==> config.mk <==
export PLATFORM = sky130hd
export DESIGN_NAME = ascii_integer_parser_flat
export DESIGN_NICKNAME = d
export VERILOG_FILES = /design/src/rtl/aip_pkg.sv /design/src/rtl/aip_in_if.sv /design/src/rtl/aip_out_if.sv /design/src/rtl/aip_front.sv /design/src/rtl/aip_back.sv /design/src/rtl/ascii_integer_parser.sv /design/src/flat_wrapper.sv
export VERILOG_INCLUDE_DIRS = /design/src /design/src/rtl
export SDC_FILE = /design/constraint.sdc
export NUM_CORES = 2
export LEC_CHECK = 0
export ABC_CLOCK_PERIOD_IN_PS = 22500
export BUFFER_PORTS_ARGS = -buffer_cell sky130_fd_sc_hd__buf_2
export CORE_ASPECT_RATIO = 1.5
export CORE_MARGIN = 10
export CORE_UTILIZATION = 30
export DETAILED_ROUTE_END_ITERATION = 10
export SYNTH_ARGS = -nofsm -noshare
export SYNTH_HDL_FRONTEND = slang
export SYNTH_HIERARCHICAL = 1
export SYNTH_SLANG_ARGS = --single-unit
==> constraint.sdc <==
create_clock -name clk -period 22.5 [get_ports clk]
set_input_delay 4.5 -clock clk [delete_from_list [all_inputs] [get_ports clk]]
set_output_delay 4.5 -clock clk [all_outputs]
set_load 0.005 [all_outputs]
==> src/rtl/ascii_integer_parser_macros.svh <==
`ifndef ASCII_INTEGER_PARSER_MACROS_SVH
`define ASCII_INTEGER_PARSER_MACROS_SVH

// same-cycle implication, checked outside reset
`define AIP_ASSERT_NOW(lbl, clk, rst, ante, cons) \
  lbl: assert property (@(posedge clk) disable iff (rst) (ante) |-> (cons)) \
    else $error("ascii_integer_parser check failed");

// next-cycle implication, checked outside reset
`define AIP_ASSERT_NEXT(lbl, clk, rst, ante, cons) \
  lbl: assert property (@(posedge clk) disable iff (rst) (ante) |=> (cons)) \
    else $error("ascii_integer_parser check failed");

`endif

==> src/rtl/aip_pkg.sv <==
`timescale 1ns / 1ps
package aip_pkg;

  localparam int unsigned VALUE_BITS_DEF = 64;
  localparam int unsigned VALUE_W        = 64;
  localparam int unsigned CHAR_W         = 8;
  localparam int unsigned USED_W         = 10;
  localparam int unsigned BASE_W         = 6;
  localparam int unsigned LIMIT_W        = 8;
  localparam int unsigned CFG_IDX_W      = 2;
  localparam int unsigned CFG_DATA_W     = 8;
  localparam int unsigned Q_DEPTH        = 2;

  // register indexes
  localparam logic [CFG_IDX_W-1:0] CFG_NUMBER_BASE = 2'd0;
  localparam logic [CFG_IDX_W-1:0] CFG_DIGIT_LIMIT = 2'd1;
  localparam logic [CFG_IDX_W-1:0] CFG_SIGNED_MODE = 2'd2;

  localparam logic [BASE_W-1:0]  BASE_RESET   = 6'd10;
  localparam logic [BASE_W-1:0]  BASE_AUTO    = 6'd0;
  localparam logic [BASE_W-1:0]  BASE_ONE     = 6'd1;
  localparam logic [BASE_W-1:0]  BASE_OCT     = 6'd8;
  localparam logic [BASE_W-1:0]  BASE_DEC     = 6'd10;
  localparam logic [BASE_W-1:0]  BASE_HEX     = 6'd16;
  localparam logic [BASE_W-1:0]  BASE_MAX     = 6'd36;
  localparam logic [LIMIT_W-1:0] DIGITS_MAX   = 8'hFF;
  localparam logic [USED_W-1:0]  USED_MAX     = 10'h3FF;

  localparam logic [CHAR_W-1:0] CHAR_ZERO    = 8'h30;
  localparam logic [CHAR_W-1:0] CHAR_NINE    = 8'h39;
  localparam logic [CHAR_W-1:0] CHAR_LOWER_A = 8'h61;
  localparam logic [CHAR_W-1:0] CHAR_LOWER_Z = 8'h7A;
  localparam logic [CHAR_W-1:0] CHAR_UPPER_A = 8'h41;
  localparam logic [CHAR_W-1:0] CHAR_UPPER_Z = 8'h5A;
  localparam logic [CHAR_W-1:0] CHAR_LOWER_X = 8'h78;
  localparam logic [CHAR_W-1:0] CHAR_MINUS   = 8'h2D;
  localparam logic [CHAR_W-1:0] CHAR_PLUS    = 8'h2B;
  localparam logic [CHAR_W-1:0] DIGIT_OFFSET = 8'd10;

  typedef struct packed {
    logic [BASE_W-1:0]  number_base;
    logic [LIMIT_W-1:0] digit_limit;
    logic               signed_mode;
  } cfg_t;

  // classified character as it sits in the queue
  typedef struct packed {
    logic              start;
    logic              is_minus;
    logic              is_plus;
    logic              is_zero;
    logic              is_x;
    logic              dig_ok;
    logic [BASE_W-1:0] dig;
  } entry_t;

  typedef enum logic [3:0] {
    PH_IDLE   = 4'b0001,
    PH_PREFIX = 4'b0010,
    PH_ZERO   = 4'b0100,
    PH_DIGITS = 4'b1000
  } phase_t;

  function automatic logic limit_hit(logic [LIMIT_W-1:0] lim, logic [LIMIT_W-1:0] cnt);
    return (lim != '0) && (cnt >= lim);
  endfunction

endpackage

==> src/rtl/aip_in_if.sv <==
`timescale 1ns / 1ps
interface aip_in_if;
  logic                        valid;
  logic                        ready;
  logic [aip_pkg::CHAR_W-1:0]  char_code;
  logic                        start_flag;

  modport source (output valid, output char_code, output start_flag, input ready);
  modport sink   (input valid, input char_code, input start_flag, output ready);
endinterface

==> src/rtl/aip_out_if.sv <==
`timescale 1ns / 1ps
interface aip_out_if;
  logic                        valid;
  logic                        ready;
  logic [aip_pkg::VALUE_W-1:0] parsed_value;
  logic                        parse_ok;
  logic [aip_pkg::USED_W-1:0]  chars_used;

  modport source (output valid, output parsed_value, output parse_ok, output chars_used,
                  input ready);
  modport sink   (input valid, input parsed_value, input parse_ok, input chars_used,
                  output ready);
endinterface

==> src/rtl/aip_front.sv <==
`timescale 1ns / 1ps
module aip_front (
  input  logic            clk,
  input  logic            rst,
  aip_in_if.sink          in_ch,
  output aip_pkg::entry_t head,
  output logic            head_valid,
  input  logic            head_pop
);
  import aip_pkg::*;

  localparam int unsigned PTR_W = $clog2(Q_DEPTH);
  localparam int unsigned CNT_W = $clog2(Q_DEPTH + 1);

  entry_t             q_mem [Q_DEPTH];
  logic [PTR_W-1:0]   wr_ptr;
  logic [PTR_W-1:0]   rd_ptr;
  logic [CNT_W-1:0]   count;
  entry_t             cls;
  logic               push;
  logic [CHAR_W-1:0]  c;

  always_comb begin
    c            = in_ch.char_code;
    cls          = '0;
    cls.start    = in_ch.start_flag;
    cls.is_minus = (c == CHAR_MINUS);
    cls.is_plus  = (c == CHAR_PLUS);
    cls.is_zero  = (c == CHAR_ZERO);
    cls.is_x     = (c == CHAR_LOWER_X);
    if (c inside {[CHAR_ZERO:CHAR_NINE]}) begin
      cls.dig_ok = 1'b1;
      cls.dig    = BASE_W'(c - CHAR_ZERO);
    end else if (c inside {[CHAR_LOWER_A:CHAR_LOWER_Z]}) begin
      cls.dig_ok = 1'b1;
      cls.dig    = BASE_W'(c - CHAR_LOWER_A + DIGIT_OFFSET);
    end else if (c inside {[CHAR_UPPER_A:CHAR_UPPER_Z]}) begin
      cls.dig_ok = 1'b1;
      cls.dig    = BASE_W'(c - CHAR_UPPER_A + DIGIT_OFFSET);
    end
  end

  assign in_ch.ready = (count != CNT_W'(Q_DEPTH));
  assign push        = in_ch.valid && in_ch.ready;
  assign head        = q_mem[rd_ptr];
  assign head_valid  = (count != '0);

  always_ff @(posedge clk) begin
    if (push) begin
      q_mem[wr_ptr] <= cls;
    end
  end

  always_ff @(posedge clk) begin
    if (rst) begin
      wr_ptr <= '0;
      rd_ptr <= '0;
      count  <= '0;
    end else begin
      if (push) begin
        wr_ptr <= (wr_ptr == PTR_W'(Q_DEPTH - 1)) ? '0 : wr_ptr + 1'b1;
      end
      if (head_pop) begin
        rd_ptr <= (rd_ptr == PTR_W'(Q_DEPTH - 1)) ? '0 : rd_ptr + 1'b1;
      end
      if (push && !head_pop) begin
        count <= count + 1'b1;
      end else if (!push && head_pop) begin
        count <= count - 1'b1;
      end
    end
  end
endmodule

==> src/rtl/aip_back.sv <==
`timescale 1ns / 1ps
module aip_back #(
  parameter int unsigned VALUE_BITS = aip_pkg::VALUE_BITS_DEF
) (
  input  logic            clk,
  input  logic            rst,
  input  aip_pkg::cfg_t   cfg,
  input  aip_pkg::entry_t head,
  input  logic            head_valid,
  output logic            head_pop,
  aip_out_if.source       out_ch
);
  import aip_pkg::*;

  localparam int unsigned PROD_W = VALUE_BITS + BASE_W;

  function automatic logic [USED_W-1:0] used_inc(logic [USED_W-1:0] v);
    return (v == USED_MAX) ? v : v + 1'b1;
  endfunction

  function automatic logic [LIMIT_W-1:0] dig_inc(logic [LIMIT_W-1:0] v);
    return (v == DIGITS_MAX) ? v : v + 1'b1;
  endfunction

  phase_t                phase, phase_next;
  logic [VALUE_BITS-1:0] acc, acc_next;
  logic [BASE_W-1:0]     base, base_next;
  logic                  minus, minus_next;
  logic [LIMIT_W-1:0]    dc, dc_next;
  logic [USED_W-1:0]     uc, uc_next;

  logic                  emit;
  logic [VALUE_BITS-1:0] res_value;
  logic                  res_ok;
  logic [USED_W-1:0]     res_used;
  logic                  cont;
  logic                  take;
  logic                  fin;
  logic [PROD_W-1:0]     prod;
  logic [VALUE_BITS-1:0] dig_term;

  logic                  out_valid;
  logic [VALUE_BITS-1:0] out_value;
  logic                  out_ok;
  logic [USED_W-1:0]     out_used;

  assign head_pop = head_valid && (!out_valid || out_ch.ready);

  always_comb begin
    phase_next = phase;
    acc_next   = acc;
    base_next  = base;
    minus_next = minus;
    dc_next    = dc;
    uc_next    = uc;
    emit       = 1'b0;
    res_value  = '0;
    res_ok     = 1'b0;
    res_used   = '0;
    cont       = 1'b1;
    take       = 1'b0;
    fin        = 1'b0;
    prod       = '0;
    dig_term   = '0;

    if (head.start) begin
      acc_next   = '0;
      minus_next = 1'b0;
      dc_next    = '0;
      uc_next    = '0;
      base_next  = cfg.number_base;
      if (cfg.number_base == BASE_ONE || cfg.number_base > BASE_MAX) begin
        // invalid radix fails right away
        base_next  = '0;
        emit       = 1'b1;
        res_value  = '1;
        phase_next = PH_IDLE;
        cont       = 1'b0;
      end else begin
        phase_next = PH_PREFIX;
        if (cfg.signed_mode && head.is_minus) begin
          minus_next = 1'b1;
          uc_next    = USED_W'(1);
          cont       = 1'b0;
        end else if (head.is_plus) begin
          uc_next = USED_W'(1);
          cont    = 1'b0;
        end
      end
    end

    if (cont) begin
      case (phase_next)
        PH_PREFIX: begin
          if ((base_next == BASE_AUTO || base_next == BASE_HEX) && head.is_zero) begin
            uc_next    = used_inc(uc_next);
            phase_next = PH_ZERO;
          end else begin
            if (base_next == BASE_AUTO) begin
              base_next = BASE_DEC;
            end
            phase_next = PH_DIGITS;
            take       = 1'b1;
          end
        end
        PH_ZERO: begin
          phase_next = PH_DIGITS;
          if (head.is_x) begin
            uc_next = used_inc(uc_next);
            if (base_next == BASE_AUTO) begin
              base_next = BASE_HEX;
            end
          end else begin
            // leading zero counts as a digit in hex, selects octal in auto mode
            if (base_next == BASE_AUTO) begin
              base_next = BASE_OCT;
            end else begin
              dc_next = LIMIT_W'(1);
            end
            take = 1'b1;
          end
        end
        PH_DIGITS: begin
          take = 1'b1;
        end
        default: begin
        end
      endcase
    end

    if (take) begin
      if (limit_hit(cfg.digit_limit, dc_next) || !head.dig_ok || head.dig >= base_next) begin
        fin = 1'b1;
      end else begin
        // negative runs accumulate the negated value directly
        dig_term = minus_next ? (~VALUE_BITS'(head.dig) + 1'b1) : VALUE_BITS'(head.dig);
        prod     = PROD_W'(acc_next) * PROD_W'(base_next);
        acc_next = prod[VALUE_BITS-1:0] + dig_term;
        dc_next  = dig_inc(dc_next);
        uc_next  = used_inc(uc_next);
        if (limit_hit(cfg.digit_limit, dc_next)) begin
          fin = 1'b1;
        end
      end
    end

    if (fin) begin
      emit       = 1'b1;
      phase_next = PH_IDLE;
      if (dc_next != '0) begin
        res_value = acc_next;
        res_ok    = 1'b1;
        res_used  = uc_next;
      end
    end
  end

  always_ff @(posedge clk) begin
    if (rst) begin
      phase <= PH_IDLE;
      acc   <= '0;
      base  <= '0;
      minus <= 1'b0;
      dc    <= '0;
      uc    <= '0;
    end else if (head_pop) begin
      phase <= phase_next;
      acc   <= acc_next;
      base  <= base_next;
      minus <= minus_next;
      dc    <= dc_next;
      uc    <= uc_next;
    end
  end

  always_ff @(posedge clk) begin
    if (rst) begin
      out_valid <= 1'b0;
    end else if (head_pop && emit) begin
      out_valid <= 1'b1;
    end else if (out_ch.ready) begin
      out_valid <= 1'b0;
    end
  end

  always_ff @(posedge clk) begin
    if (head_pop && emit) begin
      out_value <= res_value;
      out_ok    <= res_ok;
      out_used  <= res_used;
    end
  end

  assign out_ch.valid        = out_valid;
  assign out_ch.parsed_value = VALUE_W'(out_value);
  assign out_ch.parse_ok     = out_ok;
  assign out_ch.chars_used   = out_used;
endmodule

==> src/rtl/ascii_integer_parser.sv <==
// ascii_integer_parser: parses one integer from a stream of ASCII characters
//
// in_ch carries one character per item (char_code, start_flag); start_flag
// opens a new number. out_ch carries at most one result per number
// (parsed_value, parse_ok, chars_used). Both use valid/ready.
// number_base, digit_limit and signed_mode are written through cfg_we,
// cfg_index and cfg_data; they are meant to change only while idle.
//
// Throughput: one character per cycle unless out_ch stalls. Each accepted digit is one
// step of the back-end multiply-add (accumulator times radix plus the digit, minus it when negative).
// out_ch.valid rises once the character that ends the number has passed the queue write
// and then the engine step into the result register.
// A two-entry queue sits between the classifier and the parse engine; when
// out_ch stalls the result register holds, the queue fills, and in_ch.ready
// drops once it is full.
// Reset (rst, synchronous) empties the queue and the result register, sets
// the registers to base 10, no digit limit, unsigned, and parks the parser
// until the next start character.
`timescale 1ns / 1ps
`include "ascii_integer_parser_macros.svh"
module ascii_integer_parser #(
  parameter int unsigned VALUE_BITS = aip_pkg::VALUE_BITS_DEF
) (
  input  logic                              clk,
  input  logic                              rst,
  aip_in_if.sink                            in_ch,
  aip_out_if.source                         out_ch,
  input  logic                              cfg_we,
  input  logic [aip_pkg::CFG_IDX_W-1:0]     cfg_index,
  input  logic [aip_pkg::CFG_DATA_W-1:0]    cfg_data
);
  import aip_pkg::*;

  cfg_t   cfg;
  entry_t head;
  logic   head_valid;
  logic   head_pop;

  always_ff @(posedge clk) begin
    if (rst) begin
      cfg.number_base <= BASE_RESET;
      cfg.digit_limit <= '0;
      cfg.signed_mode <= 1'b0;
    end else if (cfg_we) begin
      case (cfg_index)
        CFG_NUMBER_BASE: cfg.number_base <= cfg_data[BASE_W-1:0];
        CFG_DIGIT_LIMIT: cfg.digit_limit <= cfg_data[LIMIT_W-1:0];
        CFG_SIGNED_MODE: cfg.signed_mode <= cfg_data[0];
        default: begin
        end
      endcase
    end
  end

  aip_front u_front (
    .clk        (clk),
    .rst        (rst),
    .in_ch      (in_ch),
    .head       (head),
    .head_valid (head_valid),
    .head_pop   (head_pop)
  );

  aip_back #(
    .VALUE_BITS (VALUE_BITS)
  ) u_back (
    .clk        (clk),
    .rst        (rst),
    .cfg        (cfg),
    .head       (head),
    .head_valid (head_valid),
    .head_pop   (head_pop),
    .out_ch     (out_ch)
  );

  // engine never takes from an empty queue
  `AIP_ASSERT_NOW(a_pop_has_item, clk, rst, head_pop, head_valid)
  // a failed parse reports no consumed characters
  `AIP_ASSERT_NOW(a_fail_no_used, clk, rst, out_ch.valid && !out_ch.parse_ok,
                  out_ch.chars_used == '0)
  // a good parse consumed at least one character
  `AIP_ASSERT_NOW(a_ok_has_used, clk, rst, out_ch.valid && out_ch.parse_ok,
                  out_ch.chars_used != '0)
  // input backpressure only when the queue holds items
  `AIP_ASSERT_NOW(a_ready_low_full, clk, rst, !in_ch.ready, head_valid)
endmodule

==> src/flat_wrapper.sv <==
// flat-port wrapper written by rule: the top's interface ports become plain ports
module ascii_integer_parser_flat import aip_pkg::*;
#(
  parameter int unsigned VALUE_BITS = aip_pkg::VALUE_BITS_DEF
)
  (clk, rst, cfg_we, cfg_index, cfg_data, in_ch_valid, in_ch_char_code, in_ch_start_flag, in_ch_ready, out_ch_valid, out_ch_parsed_value, out_ch_parse_ok, out_ch_chars_used, out_ch_ready);
  aip_in_if in_ch_i ();
  aip_out_if out_ch_i ();
  input  logic clk;
  input  logic rst;
  input  logic cfg_we;
  input  logic [aip_pkg::CFG_IDX_W-1:0] cfg_index;
  input  logic [aip_pkg::CFG_DATA_W-1:0] cfg_data;
  input wire logic [$bits(in_ch_i.valid)-1:0] in_ch_valid;
  input wire logic [$bits(in_ch_i.char_code)-1:0] in_ch_char_code;
  input wire logic [$bits(in_ch_i.start_flag)-1:0] in_ch_start_flag;
  output wire logic [$bits(in_ch_i.ready)-1:0] in_ch_ready;
  output wire logic [$bits(out_ch_i.valid)-1:0] out_ch_valid;
  output wire logic [$bits(out_ch_i.parsed_value)-1:0] out_ch_parsed_value;
  output wire logic [$bits(out_ch_i.parse_ok)-1:0] out_ch_parse_ok;
  output wire logic [$bits(out_ch_i.chars_used)-1:0] out_ch_chars_used;
  input wire logic [$bits(out_ch_i.ready)-1:0] out_ch_ready;
  assign in_ch_i.valid = in_ch_valid;
  assign in_ch_i.char_code = in_ch_char_code;
  assign in_ch_i.start_flag = in_ch_start_flag;
  assign in_ch_ready = in_ch_i.ready;
  assign out_ch_valid = out_ch_i.valid;
  assign out_ch_parsed_value = out_ch_i.parsed_value;
  assign out_ch_parse_ok = out_ch_i.parse_ok;
  assign out_ch_chars_used = out_ch_i.chars_used;
  assign out_ch_i.ready = out_ch_ready;
  ascii_integer_parser #(.VALUE_BITS(VALUE_BITS)) u_core (.clk(clk), .rst(rst), .in_ch(in_ch_i), .out_ch(out_ch_i), .cfg_we(cfg_we), .cfg_index(cfg_index), .cfg_data(cfg_data));
endmodule
==> impl_metrics.json <==
{
  "io_buffer_count": 100,
  "crit_type": "reg -> reg",
  "grt_max_degree": 87,
  "required_ns": 22.82,
  "path_buf_inv": 8,
  "grtUsageTotal_pct": 16.5,
  "yosys_register_bits": 213,
  "rows": 128,
  "cpMaxStageDelayCell": "inv_2",
  "fmax_mhz": 97.2,
  "max_stage_delay_ns": 0.75,
  "ctsRootBufferMaster": "clkbuf_16",
  "cts_resized": 0,
  "startpoint_type": "flip-flop",
  "firstDrtPassIters": 5,
  "syn_nets": 3268,
  "final_layout_size_suffix_gt1_share_pct": 8.58,
  "syn_avg_cell_area_um2": 8.63,
  "synthDistinctLibCells": 98,
  "status": "completed",
  "arrival_ns": 10.60,
  "fin_skew_ns": 0.0169,
  "drc_errors": 0,
  "yosysWarningCount": 6,
  "syn_area_um2": 24500,
  "fp.dieH_um": 370,
  "final_cell_mix": "nor2_1 (400), inv_1 (311), fa_1 (297)",
  "wl_mm": 77.6,
  "setup_viol_count_final": 0,
  "cts_buffers": 26,
  "die_w_um": 253,
  "fin_crit_sh_pct": 45.7,
  "gr-total-overflow": 0,
  "maxCapViolCount": 0,
  "cp_max_fo": 56,
  "start_util_pct": 30.2,
  "synth.yosys.seq_area_share_pct": 21.4,
  "synth_flop_cell": "dfxtp_1",
  "synth-async-reset-ratio_pct": 0,
  "p_leak_nw": 11.9,
  "path_clk_slew_ns": 0.07,
  "die-area_um2": 93800,
  "postSynthCellCount": 2840,
  "finalHoldViolations": 0,
  "via_per_inst": 5.25,
  "wire_per_inst_um": 19.9,
  "hold_buffers": 0,
  "routabilityCongestion": 0.920,
  "diodes": 0,
  "mostFrequentLayoutCell": "nor2_1",
  "drtIter0Drc": 1304,
  "dp_hpwl_mm": 58.9,
  "slew_headroom_pct": 19.7,
  "ios": 101,
  "fillers": 8412,
  "num_vias": 20478,
  "power.density_nw_per_um2": 99.2,
  "grt_pass1_wl_mm": 122,
  "htreeDepth": 1,
  "period_minus_slack_ns": 10.29,
  "clockBufferDepth": 3,
  "cts.sinks": 213,
  "min-delay-path-class": "reg -> reg",
  "setup-tns-final_ns": 0,
  "cp_top_family": "simple AND/OR/NAND/NOR gates",
  "grt_pass1_vias": 21731,
  "endpoint_kind": "flip-flop",
  "antenna_found_initial": 2,
  "worst_slew_pin_slew_ns": 1.20,
  "core-area_um2": 81200,
  "vdd_drop_max_v": 0.0000696,
  "worstSkewPairLatency_ns": 0.59,
  "cts_setup_buffers": 0,
  "hold_ws_ns": 0.477,
  "cts_tree": "done",
  "maxSlewViolCount": 0,
  "drtAntennaViolNets": 0,
  "rsz0062_at_grt": "no",
  "fin_nets": 3265,
  "area_delta_synth_final_pct": 9.40,
  "synth_edf_count": 99
}
==> synth_stat cells (17+ instances only) <==
cell type,number,area [um^2]
a211oi_1,72,541
o21ai_0,108,541
mux2_2,17,191
o21bai_1,23,173
fa_1,297,5950
dfxtp_1,114,2280
xnor2_1,47,412
mux2i_1,25,250
xor2_1,24,210
ha_1,107,1340
and3_1,20,125
a31oi_1,22,138
edfxtp_1,99,2970
nor2_1,400,1500
a22oi_1,25,188
a21o_1,50,375
nand2b_1,43,269
nand3_1,44,220
inv_1,314,1180
nand2_1,187,702
nor3_1,32,160
clkbuf_1,129,484
nor2b_1,29,181
a21oi_1,166,831
and2_1,166,1040
nand4_1,37,231
==> routing by layer <==
metal  vias to the layer above  global-route usage (%)  wire [um]
met5                         -                       0          0
met4                         0                    9.13       4250
met3                       184                    1.64       3090
met2                       554                    31.0      41200
met1                     10210                    17.8      29000
li1                       9530                       -          -
==> sequential cells by signal, indices dropped and copies added, names as in the netlist, named ones only <==
register                           cells
u_core/u_front/count                   2
u_core/u_back/out_ch.parsed_value     64
u_core/u_back/uc                      10
u_core/u_back/base                     6
u_core/u_front/wr_ptr                  1
u_core/u_back/out_ch.valid             1
u_core/u_front/rd_ptr                  1
u_core/u_back/out_ch.parse_ok          1
u_core/u_back/out_ch.chars_used       10
u_core/u_back/acc                     64
u_core/u_front/q_mem                  24
u_core/u_back/dc                       8
u_core/u_back/phase                    4
u_core/cfg                            15
u_core/u_back/minus                    1
==> cell type report <==
class	instances	area [um^2]	area share, %
Inverter	318	1200	4.47
Clock buffer	28	679	2.53
Tap cell	1040	1300	4.85
Sequential cell	213	5260	19.6
Multi-Input combinational cell	2153	17500	65.1
Clock inverter	20	220	0.821
Timing Repair Buffer	125	691	2.58
==> logic make-up after synthesis <==
kind of cell	share of synthesized area, %
muxes	1.80
DFF	21.4
buffers and inverters	7.51
xor gates and xnor gates	2.63
and+or+nand+nor	20.8
adders and majority gates	29.7
AOI/OAI and AO/OA	16.0
==> worst paths after layout <==
path	from	endpoint	slack, ns	depth (start not counted)
worst max-delay path	flip-flop	u_core/u_back/out_ch.parsed_value[48]	12.21	30
worst min-delay path	u_core/u_back/acc[56]	u_core/u_back/acc[56]	0.48	2
worst max register to register	flip-flop	u_core/u_back/out_ch.parsed_value[48]	12.21	30
worst min register to register	u_core/u_back/acc[56]	u_core/u_back/acc[56]	0.48	2
==> per-stage QoR <==
step | instances | total power, W | setup slack (ns) | utilization [%] | area [um^2]
6_report | 3897 | 0.00266 | 12.21 | 33.0 | 26800
5_1_grt | 3897 | 0.00287 | 11.51 | 33.0 | 26800
4_1_cts | 3897 | 0.00267 | 12.25 | 33.0 | 26800
3_5_place_dp | 3849 | 0.00220 | 12.28 | 31.9 | 25900
3_3_place_gp | 3849 | 0.00219 | 12.47 | 31.9 | 25900
2_1_floorplan | 2840 | 0.00168 | 14.29 | - | 24500
==> worst reg2reg max path: cells and delay by family, from the launching register on <==
kind	cells	cell delay (ns)
multiplexers	1	0.39
flip-flops	1	0.63
AND/OR/NAND/NOR	8	2.55
buffers and inverters	8	1.98
AO/OA/AOI/OAI	8	2.11
adder cells (fa/ha/maj)	5	2.36
==> report_power, final <==
| part | internal [W] | switching [W] |
|---|---|---|
| Sequential | 0.000519 | 0.0000954 |
| Clock | 0.000258 | 0.000197 |
| Combinational | 0.000495 | 0.00109 |
| Total | 0.00127 | 0.00139 |
No activity file was read; power rests on OpenSTA's default activity.
